File: config.mk
export PLATFORM = sky130hd
export DESIGN_NAME = odd_even_transposition_sort
export DESIGN_NICKNAME = d
export VERILOG_FILES = /design/src/hdl/oets_pkg.sv /design/src/hdl/oets_cell.sv /design/src/hdl/odd_even_transposition_sort.sv
export SDC_FILE = /design/constraint.sdc
export NUM_CORES = 1
export LEC_CHECK = 0
export ABC_AREA = 1
export BUFFER_PORTS_ARGS = -buffer_cell sky130_fd_sc_hd__buf_4
export CORE_ASPECT_RATIO = 1.25
export CORE_MARGIN = 4
export CORE_UTILIZATION = 57
export DETAILED_ROUTE_END_ITERATION = 12
export PLACE_DENSITY = 0.75
export SYNTH_ARGS = -nofsm -noshare
export SYNTH_HDL_FRONTEND = slang
export SYNTH_SLANG_ARGS = --single-unit
File: constraint.sdc
create_clock -name clk_i -period 2.25 [get_ports clk_i]
set_input_delay 0.45 -clock clk_i [delete_from_list [all_inputs] [get_ports clk_i]]
set_output_delay 0.45 -clock clk_i [all_outputs]
set_load 0.05 [all_outputs]
File: src/hdl/oets_pkg.sv
// ----------------------------------------------------------------------------
// Odd-even transposition sort package
// Shared sizes, cell commands and controller states for the sorter.
// ----------------------------------------------------------------------------
package oets_pkg;

  localparam int MaxElements = 16;
  localparam int DataW       = 8;
  localparam int CfgW        = 5;
  localparam int CountW      = $clog2(MaxElements + 1);
  localparam int SizeW       = (CountW > CfgW) ? CountW : CfgW;

  typedef logic [DataW-1:0] data_t;
  typedef logic [CountW-1:0] count_t;

  typedef enum logic [2:0] {
    CELL_HOLD,
    CELL_SHIFT_UP,
    CELL_SHIFT_DOWN,
    CELL_TAKE_MIN,
    CELL_TAKE_MAX
  } cell_cmd_e;

  typedef enum logic [1:0] {
    ST_LOAD,
    ST_SORT,
    ST_EMIT
  } state_e;

endpackage

File: src/hdl/oets_cell.sv
// ----------------------------------------------------------------------------
// Sorter cell
// Holds one byte of the set and loads, shifts or compare-exchanges it with a
// neighbour as commanded.
// ----------------------------------------------------------------------------
module oets_cell
  import oets_pkg::*;
(
  input  logic      clk_i,
  input  cell_cmd_e cmd_i,
  input  data_t     left_i,
  input  data_t     right_i,
  output data_t     value_o
);

  data_t value_d, value_q;

  always_comb begin
    unique case (cmd_i)
      CELL_HOLD:       value_d = value_q;
      CELL_SHIFT_UP:   value_d = left_i;
      CELL_SHIFT_DOWN: value_d = right_i;
      CELL_TAKE_MIN:   value_d = (right_i < value_q) ? right_i : value_q;
      CELL_TAKE_MAX:   value_d = (left_i > value_q) ? left_i : value_q;
      default:         value_d = value_q;
    endcase
  end

  always_ff @(posedge clk_i) begin
    value_q <= value_d;
  end

  assign value_o = value_q;

endmodule

File: src/hdl/odd_even_transposition_sort.sv
// ----------------------------------------------------------------------------
// Odd-even transposition sorter
// Collects a set of bytes, sorts them in a row of cells and streams them out
// in ascending order.
// ----------------------------------------------------------------------------
// Usage: bytes enter on value_i with in_valid_i; a request is taken when
// in_stall_o is low. Once set_size bytes have arrived (a size of zero counts
// as one, sizes above the row length are clipped to it), the input stalls
// while the row of cells runs one compare-exchange phase per cycle, n phases
// for a set of n bytes. The sorted bytes then leave on sorted_value_o with
// out_valid_o, smallest first, last_o marking the largest. A request on the
// output is taken when out_stall_i is low; while it is high the output holds.
// A set of n bytes is loaded, sorted and emitted in turn by the single row of
// cells that is shared by all three steps, so the input stalls until the last
// byte has left or set_size is written. The first result appears once the
// sort phases are done. Reset empties the set and restores a set size of
// sixteen. Writing set_size discards a partly loaded set.
// ----------------------------------------------------------------------------
module odd_even_transposition_sort
  import oets_pkg::*;
(
  input  logic            clk_i,
  input  logic            rst_ni,
  input  logic            cfg_we_i,
  input  logic [CfgW-1:0] cfg_data_i,
  input  logic            in_valid_i,
  output logic            in_stall_o,
  input  logic [7:0]      value_i,
  output logic            out_valid_o,
  input  logic            out_stall_i,
  output logic [7:0]      sorted_value_o,
  output logic            last_o
);

  state_e          state_d, state_q;
  logic [CfgW-1:0] size_d, size_q;
  count_t          load_cnt_d, load_cnt_q;
  count_t          phase_cnt_d, phase_cnt_q;
  logic [SizeW-1:0] size_ext;
  count_t          n_eff;
  count_t          n_last;
  logic            in_acc, out_acc;

  cell_cmd_e cmd    [MaxElements];
  data_t     cell_q [MaxElements];
  data_t     left_v [MaxElements];
  data_t     right_v[MaxElements];

  assign size_ext = SizeW'(size_q);

  always_comb begin
    if (size_ext == '0) begin
      n_eff = count_t'(1);
    end else if (size_ext > SizeW'(MaxElements)) begin
      n_eff = count_t'(MaxElements);
    end else begin
      n_eff = count_t'(size_ext);
    end
  end

  assign n_last  = n_eff - count_t'(1);
  assign in_acc  = in_valid_i && !in_stall_o;
  assign out_acc = out_valid_o && !out_stall_i;

  always_comb begin
    state_d     = state_q;
    size_d      = size_q;
    load_cnt_d  = load_cnt_q;
    phase_cnt_d = phase_cnt_q;
    unique case (state_q)
      ST_LOAD: begin
        if (in_acc) begin
          if (load_cnt_q == n_last) begin
            load_cnt_d = '0;
            state_d    = ST_SORT;
          end else begin
            load_cnt_d = load_cnt_q + count_t'(1);
          end
        end
      end
      ST_SORT: begin
        if (phase_cnt_q == n_last) begin
          phase_cnt_d = '0;
          state_d     = ST_EMIT;
        end else begin
          phase_cnt_d = phase_cnt_q + count_t'(1);
        end
      end
      ST_EMIT: begin
        if (out_acc) begin
          if (phase_cnt_q == n_last) begin
            phase_cnt_d = '0;
            state_d     = ST_LOAD;
          end else begin
            phase_cnt_d = phase_cnt_q + count_t'(1);
          end
        end
      end
      default: state_d = ST_LOAD;
    endcase
    if (cfg_we_i) begin
      size_d      = cfg_data_i;
      load_cnt_d  = '0;
      phase_cnt_d = '0;
      state_d     = ST_LOAD;
    end
  end

  always_ff @(posedge clk_i or negedge rst_ni) begin
    if (!rst_ni) begin
      state_q     <= ST_LOAD;
      size_q      <= CfgW'(16);
      load_cnt_q  <= '0;
      phase_cnt_q <= '0;
    end else begin
      state_q     <= state_d;
      size_q      <= size_d;
      load_cnt_q  <= load_cnt_d;
      phase_cnt_q <= phase_cnt_d;
    end
  end

  always_comb begin
    for (int i = 0; i < MaxElements; i++) begin
      cmd[i] = CELL_HOLD;
      unique case (state_q)
        ST_LOAD: begin
          if (in_acc) begin
            cmd[i] = CELL_SHIFT_UP;
          end
        end
        ST_SORT: begin
          if ((1'(i) == phase_cnt_q[0]) && (count_t'(i + 1) < n_eff)) begin
            cmd[i] = CELL_TAKE_MIN;
          end else if ((i >= 1) && (1'(i - 1) == phase_cnt_q[0]) &&
                       (count_t'(i) < n_eff)) begin
            cmd[i] = CELL_TAKE_MAX;
          end
        end
        ST_EMIT: begin
          if (out_acc) begin
            cmd[i] = CELL_SHIFT_DOWN;
          end
        end
        default: cmd[i] = CELL_HOLD;
      endcase
    end
  end

  always_comb begin
    for (int i = 0; i < MaxElements; i++) begin
      left_v[i]  = (i == 0) ? value_i : cell_q[(i == 0) ? 0 : i - 1];
      right_v[i] = (i == MaxElements - 1) ? '0 :
                   cell_q[(i == MaxElements - 1) ? i : i + 1];
    end
  end

  for (genvar g = 0; g < MaxElements; g++) begin : g_cell
    oets_cell u_cell (
      .clk_i   (clk_i),
      .cmd_i   (cmd[g]),
      .left_i  (left_v[g]),
      .right_i (right_v[g]),
      .value_o (cell_q[g])
    );
  end

  assign in_stall_o     = (state_q != ST_LOAD);
  assign out_valid_o    = (state_q == ST_EMIT);
  assign sorted_value_o = cell_q[0];
  assign last_o         = (state_q == ST_EMIT) && (phase_cnt_q == n_last);

  a_last_ends_set: assert property (@(posedge clk_i) disable iff (!rst_ni)
    (out_acc && last_o && !cfg_we_i) |=> (state_q == ST_LOAD && !in_stall_o))
    else $error("Set did not return to loading after its last byte.");

  a_full_set_sorts: assert property (@(posedge clk_i) disable iff (!rst_ni)
    (in_acc && load_cnt_q == n_last && !cfg_we_i) |=> (state_q == ST_SORT))
    else $error("Completed set did not start sorting.");

  a_phase_bound: assert property (@(posedge clk_i) disable iff (!rst_ni)
    (state_q != ST_LOAD) |-> (phase_cnt_q < n_eff))
    else $error("Phase or emit count ran beyond the set size.");

  a_load_bound: assert property (@(posedge clk_i) disable iff (!rst_ni)
    (state_q == ST_LOAD) |-> (load_cnt_q < n_eff))
    else $error("Load count ran beyond the set size.");

endmodule

Word-level counts from Yosys, hierarchy flattened:

Index checks and enable logic that the tools add are counted.

* latch bits: 0
* memory bits (read-only): 0
* register bits after elaboration: 145
* memories: 0
* RAM bits: 0
* output and inout port bits: 11
* word-level logic and storage cells: 354

* equality and inequality tests: 105
* multipliers: 0
* mux-type cells: 114
* $lt $le $gt $ge: 49
* reduce and logical (&&, ||, !) cells: 62
* bitwise gates (word level): 1
* div/mod/pow operators: 0
* add/sub/neg operators: 3
* shift-type cells: 0

Operator list (number)
* $pmux 8 s4: 16
* $mux 8: 32
* $pmux 3 s3: 15
* $gt 8x8->1: 16
* $lt 8x8->1: 15
* $eq 3x2->1 const B: 30
* $mux 3: 30
* $ne 2x1->1 const B: 32
* $reduce_bool 4->1: 16
* $reduce_and 3->1: 16
* $eq 3x1->1 const B: 15
* $eq 3x3->1 const B: 15
* $mux 5: 9
* $lt 4x5->1 const A: 8
* $lt 3x5->1 const A: 4
* $logic_and 1x1->1: 19
* $mux 2: 8
* $pmux 2 s3: 2
* $add 5x1->5 const B: 2
* $eq 5x5->1: 2
* $lt 2x5->1 const A: 2
* $pmux 5 s2: 1
* $ne 3x3->1 const B: 3
* $lt 1x8->1 const A: 1
* other kinds (17): 25

Logic depth before layout (Yosys ltp):

* depth after elaboration: 11
* depth in mapped cells: 15
* mapped depth without buffers: 14

Hierarchy:

Synthesis repeated with hierarchy kept, for this count alone.

* cells, all modules: 1736
* area, all modules: 14290.0 µm²

Modules (own cells, without submodules)
* oets_cell: cells an instance 93, area an instance 790.8 µm², times used 16, sequential area each 240.2 µm²
* odd_even_transposition_sort: cells an instance 248, area an instance 1637.8 µm², times used 1, sequential area each 426.7 µm²

Worst setup path before layout:

OpenSTA, ideal clock, no wires.

* path type: register to output
* from: reg size_q[4] (netlist: size_ext[4])
* to: out last_o
* arrival: 2.269 ns
* cell stages (with the launch flop): 9
* buffers on the path: 0
* path slack: -0.469 ns
* data required time: 1.800 ns
* path through: dfstp_2 -> inv_2 -> nand2_2 -> inv_1 -> ha_1 -> xor2_1 -> a21oi_2 -> nand4_4 -> nor2_1

* cells in the longest elaborated chain, start to end: 6
* elaborated cells between the ends (all ways): 7
* those cells by class: add/sub: 1; order compare: 1; eq/ne: 1; mux: 2; reduce/logical: 2

Ends and longest elaborated chain
* start, declared: RTL line odd_even_transposition_sort.sv:36 `logic [CfgW-1:0] size_d, size_q;`
* start signal, assigned: RTL line odd_even_transposition_sort.sv:112 `size_q <= CfgW'(16);`
* start signal, assigned: RTL line odd_even_transposition_sort.sv:117 `size_q <= size_d;`
* $gt 5x5->1: RTL line odd_even_transposition_sort.sv:54 `end else if (size_ext > SizeW'(MaxElements)) begin`
* $mux 5: RTL line odd_even_transposition_sort.sv:54
* $mux 5 (*): RTL line odd_even_transposition_sort.sv:52 `if (size_ext == '0) begin`
* $sub 5x1->5 (*): RTL line odd_even_transposition_sort.sv:61 `assign n_last = n_eff - count_t'(1);`
* $eq 5x5->1 (*): RTL line odd_even_transposition_sort.sv:171 `assign last_o = (state_q == ST_EMIT) && (phase_cnt_q == n_last);`
* $logic_and 1x1->1 (*): RTL line odd_even_transposition_sort.sv:171
* end, declared: RTL line odd_even_transposition_sort.sv:32 `output logic last_o`

Mark *: on every way between the ends. The rest lies on a longest branch, timed or not.

Worst setup path after layout:

* from: reg size_q[0] (netlist: size_ext[0])
* to: out last_o

The elaborated chain is that of the path after synthesis.

==> impl_results.md <==
* Endpoints failing hold at 0
* Core area at ~17000 µm²
* Num rows at 53
* Main area contributors after synthesis: edfxtp_1 (39%), ha_1 (15%), nand2_1 (7.8%)
* Hold WC Path Type: in -> reg
* Clock Skew at ~0.008 ns
* FFs w/ async S/R, synth at between 10% and 20%
* EDFF count, synth at roughly 130
* Tcrit/Tclk final at 116%
* Crit-path cells: nor2_2 -> nand2_2 -> nand2_2 -> nand2_2 -> inv_2 -> ha_4 -> xor2_1 -> a21oi_2 -> nand4_4 -> nor2_4 -> buf_8
* DRT Pass-1 Iters at 5
* R2R Path Start: size_ext[0]
* Post-Syn Area at just under 10000 µm²
* # setup viols final at 1
* Final design utilization at 67.1%
* DP Wirelength at between 15 and 20 mm
* GR Overflow Total at 0
* Worst Max-Slew Pin Slew at approximately 0.43 ns
* Layout Area Growth over Synthesis at 14.8%
* Max Clk Rate at around 380 MHz
* Max-Cap Viols at 0
* Vias at about 7.9k
* Failing checks: setup timing
* Via/cell ratio at about 5.5
* Synth Warn # at 0
* Syn Area/Cell at between 8 and 9 µm²
* CTS buffer count at 17
* Clock sink count at approximately 150
* Post-synthesis cell type count at 45
* Worst Reg2Reg Path Length in Cells at 13
* Crit Path Category: reg -> out
* Worst R2R End: g_cell[1].u_cell.value_o[3]
* Clock latency on the worst-skew pair at roughly 0.43 ns
* Horiz. Die Dim at about 130 µm
* Post-Route WL at 22.8 mm
* Yosys reg bits at approximately 150
* Outcome: complete, but fails checks
* GP Congestion at 0.849
* # DRC at 0
* Crit path top cell by count: nand2_2
* Critical Path RT at about 1.8 ns
* Lkg Pwr at 5.24 nW
* Bufs on Longest Clock Path at 2
* Initial antenna violation count at 0
* First-pass GRT wire length at around 38 mm
* Crit path max fanout at 2
* Ys flop type: edfxtp_1
* Final Max Slew Viols at 0
* Relative slew slack at between 70% and 80%
* Fraction of layout cells with a size suffix above 1 at between 10% and 20%
* RSZ-0062 raised after global routing: yes
* Peak supply drop at 1.03 mV
* Diode count at 0
* End of the critical path: last_o
* Cell area after placement at around 11000 µm²
* Final Non-Filler Cells at 1431
* Setup crit start: size_ext[0]
* Hold Startpoint: cfg_data_i[2]
* IO Port Bufs at 28
* IO Count at 29
* Post-route cell area at around 11000 µm²
* Largest net degree at the start of global routing at 18
* Minimum clock period after layout at 2.61 ns
* Inst Count DP at 1392
* WL/cell at about 16 µm
* Cell taking the most area after synthesis: edfxtp_1
* Clk slew on worst S/H paths at 0.06 ns
* Setup ws final at -0.362 ns
* Number of global-route vias before repair at ~7.9k
* Die footprint at 19600 µm²
* Top-area cell type share of the netlist area at roughly 39%
* CTS tree: done
* # H-tree levels at 4
* Die Span Y at 155 µm
* Post-layout net count at ~1.3k
* Fillers at about 1.4k
* GRT Overall Usage at a little under a quarter
* R2r setup slk at 0.05 ns
* Register area share after synthesis at between 40% and 50%
* Drt first-iter violations at between 400 and 500
* Initial core utilization at between 50% and 60%
* Slowest CP cell: dfrtp_1
* WP data arrival at about 2.2 ns
* Root buffer cell: clkbuf_16
* Routed Antenna Nets at 0
* CP endpoint kind: output port
* Critical Path Source Type: flop
* P per Cell Area at roughly 1700 nW/µm²
* Post-Synthesis Cells at 1117
* Total power at between 15 and 20 mW
* Mapped Nets at approximately 1.3k
* Slowest stage delay, CP at around 0.39 ns
==> worst min path at each step <==
stage	end	slack, ns	cells past startpoint
after floorplan	load_cnt_q[0]	0.15	0
after global placement	load_cnt_q[2]	0.33	1
after detailed placement	load_cnt_q[2]	0.33	1
after CTS	size_ext[2]	0.23	3
after global routing	size_ext[4]	0.26	3
final	size_ext[2]	0.25	3
==> routing by layer <==
metal | share of wire (%) | up-vias | routed length (µm) | track usage (%)
met2 | 54 | 126 | 12400 | 43.8
met4 | 3.6 | 0 | 830 | 11.7
met1 | 40 | 3784 | 9020 | 27.1
met5 | 0 | - | 0 | 0
met3 | 2.4 | 53 | 553 | 3.47
li1 | - | 3924 | - | -
==> critical path, delay by kind of cell (launching register included) <==
kind                       cells  cell delay (ns)
AOI/OAI and AO/OA              1             0.15
and+or+nand+nor                6             0.61
adders and majority gates      1             0.20
DFF                            1             0.39
buffers and inverters          2             0.22
xor gates and xnor gates       1             0.16
==> registers in the layout (all words and copies together) (netlist names) <==
name and count:
load_cnt_q 5, state_q 2, g_cell.u_cell.value_o 128, phase_cnt_q 5, size_ext 5
==> synthesized netlist by cell type (all sizes together) (5+ instances only) <==
cell type	number
nor3	6
o21ai	154
nor2	65
dfrtp	16
nand3	51
nand2	230
edfxtp	128
xor2	5
o211ai	5
inv	199
ha	120
buf	26
a21oi	80
o22ai	6
==> power breakdown <==
| group | internal, mW | switching (mW) | leakage (nW) |
|---|---|---|---|
| combinational | 3.96 | 6.47 | 3.50 |
| clock | 1.74 | 1.17 | 0.278 |
| sequential | 5.32 | 1.16 | 1.46 |
| total | 11.0 | 8.80 | 5.24 |
==> layout by cell type (no fill, tap or decap), types with 17 or more instances in the layout <==
cell,instances
clkbuf_16,17
o21ai_0,96
nand2_2,17
ha_1,119
nand3_1,50
o21ai_2,27
inv_2,21
edfxtp_1,128
nand2_1,207
inv_1,177
a21oi_1,77
nor2_1,45
o21ai_1,30
buf_4,83
==> per-stage QoR <==
step | hold WS, ns | setup slack, ns | TNS [ns]
finish | 0.251 | -0.362 | -0.362
global route | 0.261 | -0.457 | -0.737
CTS | 0.233 | -0.362 | -0.362
detailed placement | 0.328 | -0.0715 | -0.571
global placement | 0.326 | -0.0184 | -0.146
floorplan | 0.154 | -0.101 | -0.101
==> timing repair <==
action,in CTS,in global routing
endpoints found under the hold margin,16,0
hold buffers,1,0
gates resized for setup,5,25
setup endpoints to repair,9,105
pin swaps,3,4
setup buffers,2,4
==> cells by family after synthesis <==
group | count (synthesis) | synth area share, %
muxes | 1 | 0.151
DFF | 145 | 43.1
xor gates and xnor gates | 8 | 0.707
and+or+nand+nor | 357 | 16.3
AOI/OAI and AO/OA | 260 | 14.9
adders and majority gates | 120 | 15.1
buffers and inverters | 226 | 9.67
==> cell type report <==
type                       count  area [µm²]  area share (%)
tap                          220         275            2.42
clock buffer                  18         429            3.77
inverter                     199         751            6.59
timing repair buffer          89         719            6.32
multi-input combinational    746        4770            41.9
clock inverter                14         165            1.45
sequential                   145        4270            37.5
Power figures use the tool's default switching activity.
